## src/sv/dlm_pkg.sv

```systemverilog
// ----------------------------------------------------------------------------
// dlm_pkg
// Types and constants of the debounced limit monitor.
// ----------------------------------------------------------------------------
`timescale 1ns / 1ps
`default_nettype none

package dlm_pkg;

   localparam int SAMPLE_W       = 16;
   localparam int SETTLE_W       = 16;
   localparam int CNT_W          = 3;
   localparam int ALARM_DEBOUNCE = 4;
   localparam int CSR_INDEX_W    = 3;
   localparam int CSR_DATA_W     = 16;

   // A low, high or cutoff limit at the most negative code turns the check off.
   localparam logic signed [SAMPLE_W-1:0] LIMIT_OFF = 16'sh8000;

   typedef enum logic [CSR_INDEX_W-1:0] {
      REG_LOW_LIMIT       = 3'd0,
      REG_HIGH_LIMIT      = 3'd1,
      REG_CUTOFF_LIMIT    = 3'd2,
      REG_TARGET_LEVEL    = 3'd3,
      REG_WATCHED_CHANNEL = 3'd4,
      REG_SETTLE_NEEDED   = 3'd5,
      REG_RUN_DIRECTION   = 3'd6
   } csr_index_type;

   typedef struct packed {
      logic signed [SAMPLE_W-1:0] sample;
      logic                       channel;
   } req_payload_type;

   typedef struct packed {
      logic charger_off;
      logic discharger_off;
      logic target_reached;
   } rsp_payload_type;

   // Per-sample control of one debounce counter.
   typedef struct packed {
      logic step;
      logic fail;
   } check_ctl_type;

endpackage

`default_nettype wire

```

## src/sv/dlm_check.sv

```systemverilog
// ----------------------------------------------------------------------------
// dlm_check
// Saturating debounce counter for one limit check.
// ----------------------------------------------------------------------------
`timescale 1ns / 1ps
`default_nettype none

module dlm_check #(
   parameter int DEBOUNCE = dlm_pkg::ALARM_DEBOUNCE
) (
   input  wire logic                  clock,
   input  wire logic                  reset,
   input  wire dlm_pkg::check_ctl_type ctl,
   output logic                       hit
);

   localparam logic [dlm_pkg::CNT_W-1:0] FULL = dlm_pkg::CNT_W'(DEBOUNCE);

   logic [dlm_pkg::CNT_W-1:0] count_ff;
   logic [dlm_pkg::CNT_W-1:0] count_in;
   logic                      full;

   assign full = (count_ff >= FULL);
   assign hit  = ctl.step & ctl.fail & full;

   always_comb begin
      count_in = count_ff;
      if (ctl.step) begin
         if (!ctl.fail) begin
            count_in = '0;
         end else if (!full) begin
            count_in = count_ff + 1'b1;
         end
      end
   end

   always_ff @(posedge clock) begin
      if (reset) begin
         count_ff <= '0;
      end else begin
         count_ff <= count_in;
      end
   end

endmodule

`default_nettype wire

```

## src/sv/debounced_limit_monitor.sv

```systemverilog
// ----------------------------------------------------------------------------
// debounced_limit_monitor
// Debounced low/high/cutoff checks on channel 1 and a run-to-target counter.
// ----------------------------------------------------------------------------
//   channel | ports                        | beat
//   req     | req_valid/ready, req_data    | one sample with its channel
//   rsp     | rsp_valid/ready, rsp_data    | flags after that sample
//   csr     | csr_valid/ready, csr_index/data | one register write
//
// One sample per cycle unless a stalled result backs up the input register.
// The input register feeds the checks and state update; the result register
// holds the beat until taken. A stalled result stops the input register only
// when it is full. csr_ready is always high. Synchronous reset clears flags,
// counters and valid bits and loads the register defaults.
// ----------------------------------------------------------------------------
`timescale 1ns / 1ps
`default_nettype none

module debounced_limit_monitor #(
   parameter int ALARM_DEBOUNCE = dlm_pkg::ALARM_DEBOUNCE
) (
   input  wire logic                             clock,
   input  wire logic                             reset,
   input  wire logic                             req_valid,
   output logic                                  req_ready,
   input  wire dlm_pkg::req_payload_type         req_data,
   output logic                                  rsp_valid,
   input  wire logic                             rsp_ready,
   output dlm_pkg::rsp_payload_type              rsp_data,
   input  wire logic                             csr_valid,
   output logic                                  csr_ready,
   input  wire logic [dlm_pkg::CSR_INDEX_W-1:0]  csr_index,
   input  wire logic [dlm_pkg::CSR_DATA_W-1:0]   csr_data
);

   // configuration
   logic signed [dlm_pkg::SAMPLE_W-1:0] low_limit_ff;
   logic signed [dlm_pkg::SAMPLE_W-1:0] high_limit_ff;
   logic signed [dlm_pkg::SAMPLE_W-1:0] cutoff_limit_ff;
   logic signed [dlm_pkg::SAMPLE_W-1:0] target_level_ff;
   logic                                watched_channel_ff;
   logic [dlm_pkg::SETTLE_W-1:0]        settle_needed_ff;
   logic                                run_direction_ff;

   // pipeline
   logic                      in_valid_ff;
   dlm_pkg::req_payload_type  in_data_ff;
   logic                      out_valid_ff;
   dlm_pkg::rsp_payload_type  out_data_ff;
   dlm_pkg::rsp_payload_type  out_data_in;
   logic                      advance;
   logic                      csr_write;

   // state
   logic                         charger_off_ff;
   logic                         charger_off_in;
   logic                         discharger_off_ff;
   logic                         discharger_off_in;
   logic [dlm_pkg::SETTLE_W-1:0] settle_count_ff;
   logic [dlm_pkg::SETTLE_W-1:0] settle_count_in;

   dlm_pkg::check_ctl_type low_ctl;
   dlm_pkg::check_ctl_type high_ctl;
   dlm_pkg::check_ctl_type cut_ctl;
   logic                   low_hit;
   logic                   high_hit;
   logic                   cut_hit;
   logic                   ch1_step;
   logic                   watched;
   logic                   qualifies;
   logic                   reached;

   assign advance   = in_valid_ff & (~out_valid_ff | rsp_ready);
   assign req_ready = ~in_valid_ff | advance;
   assign csr_ready = 1'b1;
   assign csr_write = csr_valid & csr_ready;
   assign rsp_valid = out_valid_ff;
   assign rsp_data  = out_data_ff;

   // ---------------- limit checks (channel 1 only) ----------------
   assign ch1_step = advance & in_data_ff.channel;

   assign low_ctl.step  = ch1_step;
   assign low_ctl.fail  = (low_limit_ff != dlm_pkg::LIMIT_OFF) &
                          (in_data_ff.sample < low_limit_ff);
   assign high_ctl.step = ch1_step;
   assign high_ctl.fail = (high_limit_ff != dlm_pkg::LIMIT_OFF) &
                          (in_data_ff.sample > high_limit_ff);
   // a disabled cutoff freezes its counter
   assign cut_ctl.step  = ch1_step & (cutoff_limit_ff != dlm_pkg::LIMIT_OFF);
   assign cut_ctl.fail  = (in_data_ff.sample < cutoff_limit_ff);

   dlm_check #(.DEBOUNCE(ALARM_DEBOUNCE)) u_low_check (
      .clock (clock), .reset (reset), .ctl (low_ctl),  .hit (low_hit)
   );

   dlm_check #(.DEBOUNCE(ALARM_DEBOUNCE)) u_high_check (
      .clock (clock), .reset (reset), .ctl (high_ctl), .hit (high_hit)
   );

   dlm_check #(.DEBOUNCE(ALARM_DEBOUNCE)) u_cutoff_check (
      .clock (clock), .reset (reset), .ctl (cut_ctl),  .hit (cut_hit)
   );

   // passing low/high clears its flag; a fail below full keeps it; cutoff wins
   always_comb begin
      discharger_off_in = discharger_off_ff;
      charger_off_in    = charger_off_ff;
      if (ch1_step) begin
         discharger_off_in = (low_ctl.fail & discharger_off_ff) | low_hit | cut_hit;
         charger_off_in    = (high_ctl.fail & charger_off_ff) | high_hit | cut_hit;
      end
   end

   // ---------------- run-to-target ----------------
   assign watched   = (in_data_ff.channel == watched_channel_ff);
   assign qualifies = run_direction_ff ? (in_data_ff.sample <= target_level_ff)
                                       : (in_data_ff.sample >= target_level_ff);

   always_comb begin
      settle_count_in = settle_count_ff;
      reached         = 1'b0;
      if (advance && watched) begin
         if (qualifies) begin
            if (settle_count_ff != '1) begin
               settle_count_in = settle_count_ff + 1'b1;
            end
            reached = (settle_count_in >= settle_needed_ff);
         end else begin
            settle_count_in = '0;
         end
      end
      if (csr_write && (csr_index == dlm_pkg::REG_SETTLE_NEEDED)) begin
         settle_count_in = '0;
      end
   end

   always_comb begin
      out_data_in.charger_off    = charger_off_in;
      out_data_in.discharger_off = discharger_off_in;
      out_data_in.target_reached = reached;
   end

   // ---------------- registers ----------------
   always_ff @(posedge clock) begin
      if (reset) begin
         in_valid_ff       <= 1'b0;
         out_valid_ff      <= 1'b0;
         charger_off_ff    <= 1'b0;
         discharger_off_ff <= 1'b0;
         settle_count_ff   <= '0;
      end else begin
         if (req_ready) begin
            in_valid_ff <= req_valid;
         end
         if (advance) begin
            out_valid_ff <= 1'b1;
         end else if (rsp_ready) begin
            out_valid_ff <= 1'b0;
         end
         charger_off_ff    <= charger_off_in;
         discharger_off_ff <= discharger_off_in;
         settle_count_ff   <= settle_count_in;
      end
   end

   always_ff @(posedge clock) begin
      if (req_valid && req_ready) begin
         in_data_ff <= req_data;
      end
      if (advance) begin
         out_data_ff <= out_data_in;
      end
   end

   always_ff @(posedge clock) begin
      if (reset) begin
         low_limit_ff       <= dlm_pkg::LIMIT_OFF;
         high_limit_ff      <= 16'sh7FFF;
         cutoff_limit_ff    <= 16'sh7FFF;
         target_level_ff    <= '0;
         watched_channel_ff <= 1'b0;
         settle_needed_ff   <= '0;
         run_direction_ff   <= 1'b0;
      end else if (csr_write) begin
         unique case (csr_index)
            dlm_pkg::REG_LOW_LIMIT:       low_limit_ff       <= csr_data;
            dlm_pkg::REG_HIGH_LIMIT:      high_limit_ff      <= csr_data;
            dlm_pkg::REG_CUTOFF_LIMIT:    cutoff_limit_ff    <= csr_data;
            dlm_pkg::REG_TARGET_LEVEL:    target_level_ff    <= csr_data;
            dlm_pkg::REG_WATCHED_CHANNEL: watched_channel_ff <= csr_data[0];
            dlm_pkg::REG_SETTLE_NEEDED:   settle_needed_ff   <= csr_data;
            dlm_pkg::REG_RUN_DIRECTION:   run_direction_ff   <= csr_data[0];
            default: ;
         endcase
      end
   end

endmodule

`default_nettype wire

```

## config.mk

```make
export PLATFORM = sky130hd
export DESIGN_NAME = debounced_limit_monitor
export DESIGN_NICKNAME = d
export VERILOG_FILES = /design/src/sv/dlm_pkg.sv /design/src/sv/dlm_check.sv /design/src/sv/debounced_limit_monitor.sv
export SDC_FILE = /design/constraint.sdc
export NUM_CORES = 1
export LEC_CHECK = 0
export BUFFER_PORTS_ARGS = -buffer_cell sky130_fd_sc_hd__buf_4
export CORE_ASPECT_RATIO = 0.5
export CORE_MARGIN = 3
export CORE_UTILIZATION = 50
export CTS_CLUSTER_DIAMETER = 50
export DETAILED_ROUTE_END_ITERATION = 8
export MAX_ROUTING_LAYER = met4
export PLACE_DENSITY = 0.67
export SETUP_SLACK_MARGIN = 0.5
export SKIP_LAST_GASP = 1
export SLEW_MARGIN = 20
export SYNTH_ARGS = -nofsm -noshare
export SYNTH_HDL_FRONTEND = slang
export SYNTH_SLANG_ARGS = --single-unit
```

## constraint.sdc

```tcl
create_clock -name clock -period 2.95 [get_ports clock]
set_input_delay 0.4425 -clock clock [delete_from_list [all_inputs] [get_ports clock]]
set_output_delay 0.4425 -clock clock [all_outputs]
set_load 0.005 [all_outputs]
```

==> results of run 1 <==
==> cells by family (layout without fill, tap and decap cells) <==
family | Yosys count | in the layout | share of synthesized area
simple gates | 337 | 338 | 0.2204
compound gates | 174 | 174 | 0.1526
flops | 131 | 131 | 0.3833
buf+inv | 124 | 217 | 0.06575
fa+ha+maj | 85 | 85 | 0.1444
xor+xnor | 17 | 17 | 0.02022
mux | 9 | 9 | 0.01291
other cells | 1 | 1 | 0.0005092
==> placed cells by master (no fill, tap or decap), types with 7 or more instances in the layout <==
cell	instances
sky130_fd_sc_hd__and3_1	7
sky130_fd_sc_hd__a211o_1	30
sky130_fd_sc_hd__inv_1	90
sky130_fd_sc_hd__nor2_1	63
sky130_fd_sc_hd__nor3_2	11
sky130_fd_sc_hd__nand2_1	136
sky130_fd_sc_hd__nand2b_1	8
sky130_fd_sc_hd__o21ai_0	8
sky130_fd_sc_hd__ha_4	16
sky130_fd_sc_hd__ha_1	69
sky130_fd_sc_hd__nor2b_1	8
sky130_fd_sc_hd__clkbuf_16	17
sky130_fd_sc_hd__nor4_1	11
sky130_fd_sc_hd__nor3_1	10
sky130_fd_sc_hd__a21o_1	9
sky130_fd_sc_hd__dfxtp_2	9
sky130_fd_sc_hd__xnor2_1	12
sky130_fd_sc_hd__dfxtp_1	98
sky130_fd_sc_hd__nand3_1	16
sky130_fd_sc_hd__buf_4	89
sky130_fd_sc_hd__nand4_1	18
sky130_fd_sc_hd__a21oi_1	74
sky130_fd_sc_hd__edfxtp_1	20
sky130_fd_sc_hd__a21oi_2	12
==> flip-flops by register name (all words and copies together) (netlist names), 3 cells and up <==
signal and flops:
u_cutoff_check.count_ff 3, settle_needed_ff 16, u_high_check.count_ff 3, in_data_ff 17, target_level_ff 16, u_low_check.count_ff 3
rsp_data 3, low_limit_ff 16, high_limit_ff 16, cutoff_limit_ff 16, settle_count_ff 16
==> critical path, cell delays in order, from the launching register on <==
cell	delay [ns]
sky130_fd_sc_hd__dfxtp_4	0.38
sky130_fd_sc_hd__ha_4	0.15
sky130_fd_sc_hd__nand3_4	0.11
sky130_fd_sc_hd__nor3_4	0.21
sky130_fd_sc_hd__buf_4	0.17
sky130_fd_sc_hd__nand4_1	0.13
sky130_fd_sc_hd__mux2_2	0.33
sky130_fd_sc_hd__ha_1	0.18
sky130_fd_sc_hd__a21o_1	0.15
sky130_fd_sc_hd__a21o_1	0.19
sky130_fd_sc_hd__a211oi_2	0.23
sky130_fd_sc_hd__a21oi_1	0.09
==> metrics by stage <==
stage	instance area [µm²]	std cells	util	power (mW)
6_report	9369	1164	0.6710	4.438
5_1_grt	9369	1164	0.6710	4.609
4_1_cts	8970	1150	0.6424	4.391
3_5_place_dp	7966	1096	0.5705	2.366
3_3_place_gp	7966	1096	0.5705	2.352
2_1_floorplan	7410	878	-	2.201
==> worst paths after layout <==
| path | startpoint | endpoint | slack, ns | cells after the start |
|---|---|---|---|---|
| max | settle_count_ff[0]$_SDFFE_PP0P_ | rsp_data[0]$_SDFFCE_PN0P_ | 0.37 | 11 |
| max reg2reg | settle_count_ff[0]$_SDFFE_PP0P_ | rsp_data[0]$_SDFFCE_PN0P_ | 0.37 | 11 |
| min reg2reg | target_level_ff[4]$_SDFFE_PP0P_ | target_level_ff[4]$_SDFFE_PP0P_ | 0.46 | 2 |
| min | req_data[13] | in_data_ff[13]$_DFFE_PP_ | 0.20 | 1 |
==> repair_timing <==
action / 4_1_cts / 5_1_grt
endpoints found under the setup margin: 17 / 28
cloned: 1 / 0
hold buffers: 0 / 0
gates resized for setup: 58 / 53
setup buffers: 22 / 14
pin swaps: 36 / 46
==> cell type report <==
| class | instances | area (µm²) | share of cell area |
|---|---|---|---|
| Clock buffer | 19 | 442.9 | 0.04728 |
| Clock inverter | 12 | 105.1 | 0.01122 |
| Inverter | 90 | 337.8 | 0.03606 |
| Multi-Input combinational cell | 624 | 4638 | 0.4951 |
| Sequential cell | 131 | 2849 | 0.3041 |
| Tap cell | 192 | 240.2 | 0.02564 |
| Timing Repair Buffer | 96 | 755.7 | 0.08066 |
==> per-layer routing <==
layer	up-vias	GRT usage
met5	-	-
met4	0	0.06593
met3	22	0.05749
met2	217	0.3789
met1	3130	0.3472
li1	3209	-
==> where the power goes <==
group	switching (mW)	internal, mW	total, mW
combinational	0.303	0.235	0.538
clock	0.815	1.18	1.99
sequential	0.0456	1.86	1.91
total	1.16	3.27	4.44
==> impl_metrics.json, run 1 <==
{
  "outcome": "finished, final reports clean",
  "clk_root_buffer_cell": "sky130_fd_sc_hd__clkbuf_16",
  "ratio_of_final_minimum_period_to_clock_period": 0.8761,
  "die_h_um": 91.82,
  "final.min_clock_period_ns": 2.585,
  "yosys-top-cells-count": "sky130_fd_sc_hd__nand2_1, sky130_fd_sc_hd__dfxtp_1, sky130_fd_sc_hd__inv_1",
  "totalWireLength_um": 20590,
  "tritoncts_num_sinks": 131,
  "clock_pin_slew_reported_for_the_worst_setup_and_hold_paths_after_clock_tree_synthesis_ns": 0.06,
  "fraction_of_layout_instances_using_a_drive_strength_above_1": 0.2407,
  "pwr_density_cell_nw_per_um2": 473.7,
  "syn-cell-area_um2": 7365,
  "ir_worst_vdd_v": 0.0003826,
  "worstPathArrival_ns": 2.74,
  "maximum_number_of_pins_on_one_net_before_global_route_repair": 93,
  "met2_layer_wire_length_in_the_routed_design_um": 9457,
  "initial_core_utilization": 0.5274,
  "tightestPinTransition_ns": 1.014,
  "ant_nets": 0,
  "relative_area_change_from_synthesis_to_final_layout_pct": 27.22,
  "tns_ns": 0,
  "remaining_drc_errors": 0,
  "final.setup_skew_ns": 0.006890,
  "number_of_enable_type_register_cells_in_the_synthesized_netlist": 20,
  "design.final.nets": 1086,
  "final-setup-viol-count": 0,
  "cts_tree": "done",
  "antennaDiodeCount": 0,
  "global_route.overflow_total": 0,
  "first_pass_iters": 5,
  "route.vias.total": 6578,
  "rsz0062_at_grt": "yes",
  "synth_most_common_cell": "sky130_fd_sc_hd__nand2_1",
  "count_of_final_max_slew_check_failures": 0,
  "crit_path_required_time_ns": 3.11,
  "dpl_worst_slack_ns": 0.2003,
  "synth-warning-count": 0,
  "filler_cell_count": 1125,
  "crit_path_start_kind": "flip-flop",
  "die_width_um": 177.6,
  "vias_per_cell": 5.651,
  "synth_area_per_cell_um2": 8.388,
  "routedWlPerCell_um": 17.69,
  "peak_clock_frequency_supported_by_timing_mhz": 386.9,
  "globalplace.congestion": 0.9064,
  "dr_wl_met3_um": 1375,
  "place.detailed.hpwl_um": 13690,
  "grt_resource_usage_total": 0.2532,
  "critical_path_peak_fanout": 5,
  "p_leak_nw": 3.796,
  "post-route-worst-setup-slack_ns": 0.3655,
  "end_kind": "flip-flop",
  "synth_seq_cells": 131,
  "synth.lib_cells_used.distinct": 64,
  "dr.max_layer_used": "met4",
  "final-hold-violation-count": 0,
  "whs_ns": 0.1982,
  "slew_headroom": 0.3241,
  "sequential_area_share_after_synthesis": 0.3833,
  "clock_network_latency_to_the_later_pin_of_the_worst_skew_pair_ns": 0.42,
  "first_global_vias": 6173,
  "syn_nets": 1004,
  "routedLengthMet1_um": 9584,
  "cap_violations": 0,
  "std_cell_rows": 30,
  "worst_min_delay_path_category": "input port to flip-flop",
  "floorplan.io_pins": 47,
  "antenna_found_initial": 0,
  "post-synth-top-area-cell": "sky130_fd_sc_hd__dfxtp_1",
  "netlist_top_cells_area": "sky130_fd_sc_hd__dfxtp_1, sky130_fd_sc_hd__ha_1, sky130_fd_sc_hd__edfxtp_1, sky130_fd_sc_hd__nand2_1, sky130_fd_sc_hd__a21oi_1",
  "path_class": "flip-flop to flip-flop",
  "synth.top_cell.area_share": 0.3017,
  "core_area_um2": 13960,
  "syn-instance-count": 878,
  "cts-buffers-inserted": 17,
  "portBuffers": 45,
  "drtIter0Drc": 493,
  "clk_path_buf_depth": 2,
  "grt_first_pass_wirelength_um": 31480,
  "die_area_um2": 16310,
  "htreeDepth": 4,
  "synth_top_flop_cell": "sky130_fd_sc_hd__dfxtp_1",
  "async_flop_share": 0
}
No activity file was read; power rests on OpenSTA's default activity.
==> run 2, diff against run 1 <==
RECOVER_POWER = 100   (was not set)
==> impl_metrics.json, run 2 (same netlist as run 1, synthesis figures left out) <==
{
  "tns_ns": 0,
  "routedWlPerCell_um": 17.61,
  "fraction_of_layout_instances_using_a_drive_strength_above_1": 0.2191,
  "end_kind": "flip-flop",
  "final-setup-viol-count": 0,
  "final.setup_skew_ns": 0.008628,
  "std_cell_rows": 30,
  "final-hold-violation-count": 0,
  "portBuffers": 45,
  "antenna_found_initial": 0,
  "largest_reg_flops": 17,
  "totalWireLength_um": 20500,
  "failed_checks": "capacitance limit, slew limit",
  "first_global_vias": 6173,
  "initial_core_utilization": 0.5274,
  "rsz0062_at_grt": "yes",
  "htreeDepth": 4,
  "remaining_drc_errors": 0,
  "layout_common_cells": "sky130_fd_sc_hd__nand2_1, sky130_fd_sc_hd__dfxtp_1, sky130_fd_sc_hd__inv_1",
  "globalplace.congestion": 0.9064,
  "global_route.overflow_total": 0,
  "whs_ns": 0.2206,
  "cap_violations": 1,
  "count_of_final_max_slew_check_failures": 93,
  "place.detailed.hpwl_um": 13690,
  "design.final.nets": 1086,
  "tritoncts_num_sinks": 131,
  "outcome": "finished with violations",
  "cts_tree": "done",
  "ir_worst_vdd_v": 0.0003814,
  "worst_min_delay_path_category": "input port to flip-flop",
  "relative_area_change_from_synthesis_to_final_layout_pct": 25.67,
  "antennaDiodeCount": 0,
  "floorplan.io_pins": 47,
  "fin_util": 0.6628,
  "clock_network_latency_to_the_later_pin_of_the_worst_skew_pair_ns": 0.42,
  "ant_nets": 0,
  "regMostFlops": "in_data_ff",
  "core_area_um2": 13960,
  "layout_commonest_cell": "sky130_fd_sc_hd__nand2_1",
  "clock_pin_slew_reported_for_the_worst_setup_and_hold_paths_after_clock_tree_synthesis_ns": 0.06,
  "crit_path_required_time_ns": 3.26,
  "final.min_clock_period_ns": 2.709,
  "grt_first_pass_wirelength_um": 31480,
  "die_area_um2": 16310,
  "critical_path_peak_fanout": 5,
  "cts-buffers-inserted": 17,
  "route.vias.total": 6559,
  "p_leak_nw": 3.739,
  "die_width_um": 177.6,
  "tightestPinTransition_ns": 1.967,
  "ratio_of_final_minimum_period_to_clock_period": 0.9183,
  "drtIter0Drc": 531,
  "worstPathArrival_ns": 3.02,
  "pwr_density_cell_nw_per_um2": 477.9,
  "clk_path_buf_depth": 2,
  "peak_clock_frequency_supported_by_timing_mhz": 369.1,
  "total_power_mw": 4.423,
  "maximum_number_of_pins_on_one_net_before_global_route_repair": 93,
  "slew_headroom": -0.3116,
  "path_class": "flip-flop to flip-flop",
  "grt_resource_usage_total": 0.2532,
  "cts_hold_buf": 0,
  "die_h_um": 91.82,
  "crit_path_start_kind": "flip-flop",
  "first_pass_iters": 5,
  "clk_root_buffer_cell": "sky130_fd_sc_hd__clkbuf_16",
  "vias_per_cell": 5.635
}
==> run 2: changes by cell type in the layout (fill, tap and decap cells not counted), sizes merged <==
| cell | before | now |
|---|---|---|
| clkbuf | 19 | 51 |
| buf | 96 | 64 |
==> run 2: area by class of cell <==
| cell class | instances | area, µm² |
|---|---|---|
| Clock inverter | 12 | 105.1 |
| Inverter | 90 | 337.8 |
| Multi-Input combinational cell | 624 | 4573 |
| Fill cell | 1147 | 4708 |
| Clock buffer | 19 | 442.9 |
| Sequential cell | 131 | 2849 |
| Timing Repair Buffer | 96 | 706.9 |
| Tap cell | 192 | 240.2 |
==> run 2: report_power, final <==
| group | internal (mW) | leakage [nW] | switching [mW] |
|---|---|---|---|
| Combinational | 0.221 | 2.36 | 0.297 |
| Sequential | 1.86 | 1.10 | 0.0451 |
| Clock | 1.18 | 0.271 | 0.820 |
==> run 2: layer usage <==
metal | GRT usage | vias up | wire length [µm]
met4 | 0.06593 | 0 | 131
met5 | - | - | 0
met2 | 0.3789 | 198 | 9490
met1 | 0.3472 | 3148 | 9528
met3 | 0.05749 | 12 | 1349
li1 | - | 3201 | -
==> run 2: through the flow <==
stage | cell area, µm² | instances | worst slack [ns]
final | 9255 | 1164 | 0.2410
after floorplan | 7410 | 878 | 0.3785
after CTS | 8970 | 1150 | 0.4151
after global placement | 7966 | 1096 | 0.2846
after detailed placement | 7966 | 1096 | 0.2003
after global routing | 9255 | 1164 | 0.1128
==> run 2: worst paths after layout <==
kind | start | slack (ns) | depth (start not counted) | end
setup / recovery | in_data_ff[2]$_DFFE_PP_ | 0.24 | 9 | u_low_check.count_ff[1]$_SDFFE_PP0P_
hold / removal | req_data[13] | 0.22 | 1 | in_data_ff[13]$_DFFE_PP_
setup reg to reg | in_data_ff[2]$_DFFE_PP_ | 0.24 | 9 | u_low_check.count_ff[1]$_SDFFE_PP0P_
hold reg to reg | target_level_ff[9]$_SDFFE_PP0P_ | 0.46 | 2 | target_level_ff[9]$_SDFFE_PP0P_
==> run 2: timing repair <==
item | CTS | global route
gates resized for setup | 58 | 53
cloned | 1 | 0
pin swaps | 36 | 46
endpoints found under the setup margin | 17 | 28
buffers inserted | 22 | 14
hold endpoints to repair | 0 | 0
==> run 2: critical path, stage by stage (launching register included) <==
cell and delay [ns]:
sky130_fd_sc_hd__edfxtp_1 0.49, sky130_fd_sc_hd__clkbuf_1 0.18, sky130_fd_sc_hd__ha_1 0.28, sky130_fd_sc_hd__a2111o_1 0.37, sky130_fd_sc_hd__a31oi_2 0.24, sky130_fd_sc_hd__o21ai_1 0.11
sky130_fd_sc_hd__a21oi_1 0.17, sky130_fd_sc_hd__clkbuf_1 0.41, sky130_fd_sc_hd__o21ai_0 0.17, sky130_fd_sc_hd__a21oi_1 0.16
==> run 3, diff against run 2 <==
CORE_UTILIZATION = 35   (was 50)
PLACE_DENSITY = 0.5   (was 0.67)
SYNTH_HIERARCHICAL = 1   (was not set)
==> impl_metrics.json, run 3 <==
{
  "route.vias.total": 6304,
  "synth-warning-count": 6,
  "std_cell_rows": 36,
  "synth_top_flop_cell": "sky130_fd_sc_hd__dfxtp_1",
  "pwr_density_cell_nw_per_um2": 472.2,
  "stdcell_area_um2": 9385,
  "yosys-top-cells-count": "sky130_fd_sc_hd__nand2_1, sky130_fd_sc_hd__dfxtp_1, sky130_fd_sc_hd__inv_1",
  "ir_worst_vdd_v": 0.0003311,
  "largest_reg_flops": 17,
  "portBuffers": 45,
  "cts_tree": "done",
  "post-synth-top-area-cell": "sky130_fd_sc_hd__dfxtp_1",
  "floorplan.io_pins": 47,
  "final.setup_skew_ns": 0.01371,
  "antennaDiodeCount": 0,
  "count_of_final_max_slew_check_failures": 102,
  "ratio_of_final_minimum_period_to_clock_period": 0.9680,
  "final-hold-violation-count": 0,
  "first_pass_iters": 5,
  "total_power_mw": 4.432,
  "grt_first_pass_wirelength_um": 32310,
  "final-setup-viol-count": 0,
  "layout_commonest_cell": "sky130_fd_sc_hd__nand2_1",
  "rsz0062_at_grt": "yes",
  "placed_cells_incl_taps": 1159,
  "clk_path_buf_depth": 2,
  "relative_area_change_from_synthesis_to_final_layout_pct": 29.02,
  "ant_nets": 0,
  "outcome": "finished with violations",
  "dpl_worst_slack_ns": 0.05206,
  "async_flop_share": 0,
  "whs_ns": 0.2161,
  "layout_common_cells": "sky130_fd_sc_hd__nand2_1, sky130_fd_sc_hd__dfxtp_1, sky130_fd_sc_hd__inv_1",
  "vias_per_cell": 5.125,
  "cts_hold_buf": 0,
  "synth.top_cell.area_share": 0.3055,
  "grt_resource_usage_total": 0.1887,
  "global_route.overflow_total": 0,
  "slew_headroom": -0.4669,
  "syn-cell-area_um2": 7274,
  "die_area_um2": 22660,
  "post-route-worst-setup-slack_ns": 0.09441,
  "maximum_number_of_pins_on_one_net_before_global_route_repair": 102,
  "globalplace.congestion": 0.7982,
  "path_class": "flip-flop to flip-flop",
  "place.detailed.hpwl_um": 14450,
  "totalWireLength_um": 20650,
  "final-instance-count-excl-fill": 1230,
  "remaining_drc_errors": 0,
  "synth_seq_cells": 131,
  "critical_path_peak_fanout": 8,
  "worst_min_delay_path_category": "input port to flip-flop",
  "crit_path_start_kind": "flip-flop",
  "netlist_top_cells_area": "sky130_fd_sc_hd__dfxtp_1, sky130_fd_sc_hd__ha_1, sky130_fd_sc_hd__edfxtp_1, sky130_fd_sc_hd__nand2_1, sky130_fd_sc_hd__a21oi_1",
  "sequential_area_share_after_synthesis": 0.3880,
  "filler_cell_count": 1908,
  "clock_pin_slew_reported_for_the_worst_setup_and_hold_paths_after_clock_tree_synthesis_ns": 0.06,
  "synth_area_per_cell_um2": 8.488,
  "syn_nets": 980,
  "placed_area_um2": 8031,
  "tightestPinTransition_ns": 2.200,
  "clk_root_buffer_cell": "sky130_fd_sc_hd__clkbuf_16",
  "cts-buffers-inserted": 17,
  "peak_clock_frequency_supported_by_timing_mhz": 350.2,
  "first_global_vias": 5968,
  "p_leak_nw": 3.835,
  "final.min_clock_period_ns": 2.856,
  "clock_network_latency_to_the_later_pin_of_the_worst_skew_pair_ns": 0.42,
  "drtIter0Drc": 296,
  "antenna_found_initial": 0,
  "die_width_um": 209.9,
  "failed_checks": "capacitance limit, slew limit",
  "core_area_um2": 19910,
  "initial_core_utilization": 0.3654,
  "routedWlPerCell_um": 16.79,
  "design.final.nets": 1074,
  "synth.lib_cells_used.distinct": 61,
  "cap_violations": 1,
  "synth_most_common_cell": "sky130_fd_sc_hd__nand2_1",
  "syn-instance-count": 857,
  "end_kind": "flip-flop",
  "tritoncts_num_sinks": 131,
  "die_h_um": 107.9,
  "htreeDepth": 4,
  "regMostFlops": "in_data_ff",
  "fraction_of_layout_instances_using_a_drive_strength_above_1": 0.2272,
  "worstPathArrival_ns": 3.19,
  "number_of_enable_type_register_cells_in_the_synthesized_netlist": 20,
  "crit_path_required_time_ns": 3.29
}
-- run 3: changes by cell type in the layout (fill, tap and decap cells not counted), sizes merged, moves of 4 or more --
cell and delta:
nand2b +11, xnor2 -7, nor2 -5, nand3 -5, nor3 -13, nand2 -8
o22ai +7, inv -9, nor3b -4, or3 +4, buf +17, o31a +4
-- run 3: final timing paths --
| path | slack (ns) | end | start | depth (start not counted) |
|---|---|---|---|---|
| worst min register to register | 0.46 | settle_needed_ff[1]$_SDFFE_PP0P_ | settle_needed_ff[1]$_SDFFE_PP0P_ | 2 |
| worst max-delay path | 0.09 | settle_count_ff[6]$_SDFFE_PP0P_ | in_data_ff[13]$_DFFE_PP_ | 13 |
| worst max register to register | 0.09 | settle_count_ff[6]$_SDFFE_PP0P_ | in_data_ff[13]$_DFFE_PP_ | 13 |
| worst min-delay path | 0.22 | in_data_ff[9]$_DFFE_PP_ | req_data[9] | 1 |
-- run 3: per-stage QoR --
stage          utilization  setup TNS (ns)
2_1_floorplan            -               0
3_3_place_gp        0.4034               0
3_5_place_dp        0.4034               0
4_1_cts             0.4486               0
5_1_grt             0.4714        -0.01323
6_report            0.4714               0
-- run 3: critical path, stage by stage (launching register included) --
cell and delay, ns:
sky130_fd_sc_hd__edfxtp_1 0.44, sky130_fd_sc_hd__buf_4 0.16, sky130_fd_sc_hd__buf_6 0.13, sky130_fd_sc_hd__ha_4 0.25, sky130_fd_sc_hd__nand4_1 0.14, sky130_fd_sc_hd__buf_4 0.19, sky130_fd_sc_hd__a2111oi_4 0.33, sky130_fd_sc_hd__buf_4 0.18
sky130_fd_sc_hd__nor4b_4 0.04, sky130_fd_sc_hd__buf_6 0.12, sky130_fd_sc_hd__nor3_2 0.36, sky130_fd_sc_hd__buf_6 0.22, sky130_fd_sc_hd__nand3_2 0.07, sky130_fd_sc_hd__mux2i_1 0.13
-- run 3: cell type report --
type / count / area, µm² / share of cell area
multi-input combinational: 608 / 4504 / 0.4799
sequential: 131 / 2830 / 0.3016
timing repair buffer: 107 / 853.3 / 0.09092
clock buffer: 22 / 454.2 / 0.04839
tap: 266 / 332.8 / 0.03546
inverter: 86 / 322.8 / 0.03440
clock inverter: 10 / 87.58 / 0.009332
-- run 3: where the power goes --
group	total (mW)	leakage [nW]	internal (mW)	switching (mW)
Sequential	1.91	1.10	1.87	0.0424
Combinational	0.539	2.48	0.240	0.299
Clock	1.98	0.254	1.17	0.810
-- run 3: per-layer routing --
metal,up-vias,share of wire,track usage
li1,3188,-,-
met1,3007,0.52,0.2653
met2,92,0.44,0.2785
met3,17,0.034,0.03739
met4,0,0.0096,0.04869
met5,-,0,-
-- run 3: logic make-up after synthesis --
family	after synthesis	share of synthesized area
other	1	0.0005155
multiplexers	8	0.01135
flip-flops	131	0.3880
buffers and inverters	119	0.06467
AND/OR/NAND/NOR	317	0.2097
AO/OA/AOI/OAI	190	0.1739
XOR/XNOR	9	0.01084
adder cells (fa/ha/maj)	82	0.1410
-- run 3: repair_timing --
action | 4_1_cts | 5_1_grt
pin swaps | 21 | 62
cloned | 0 | 1
endpoints found under the setup margin | 24 | 28
buffers inserted | 22 | 16
resized for setup | 34 | 72
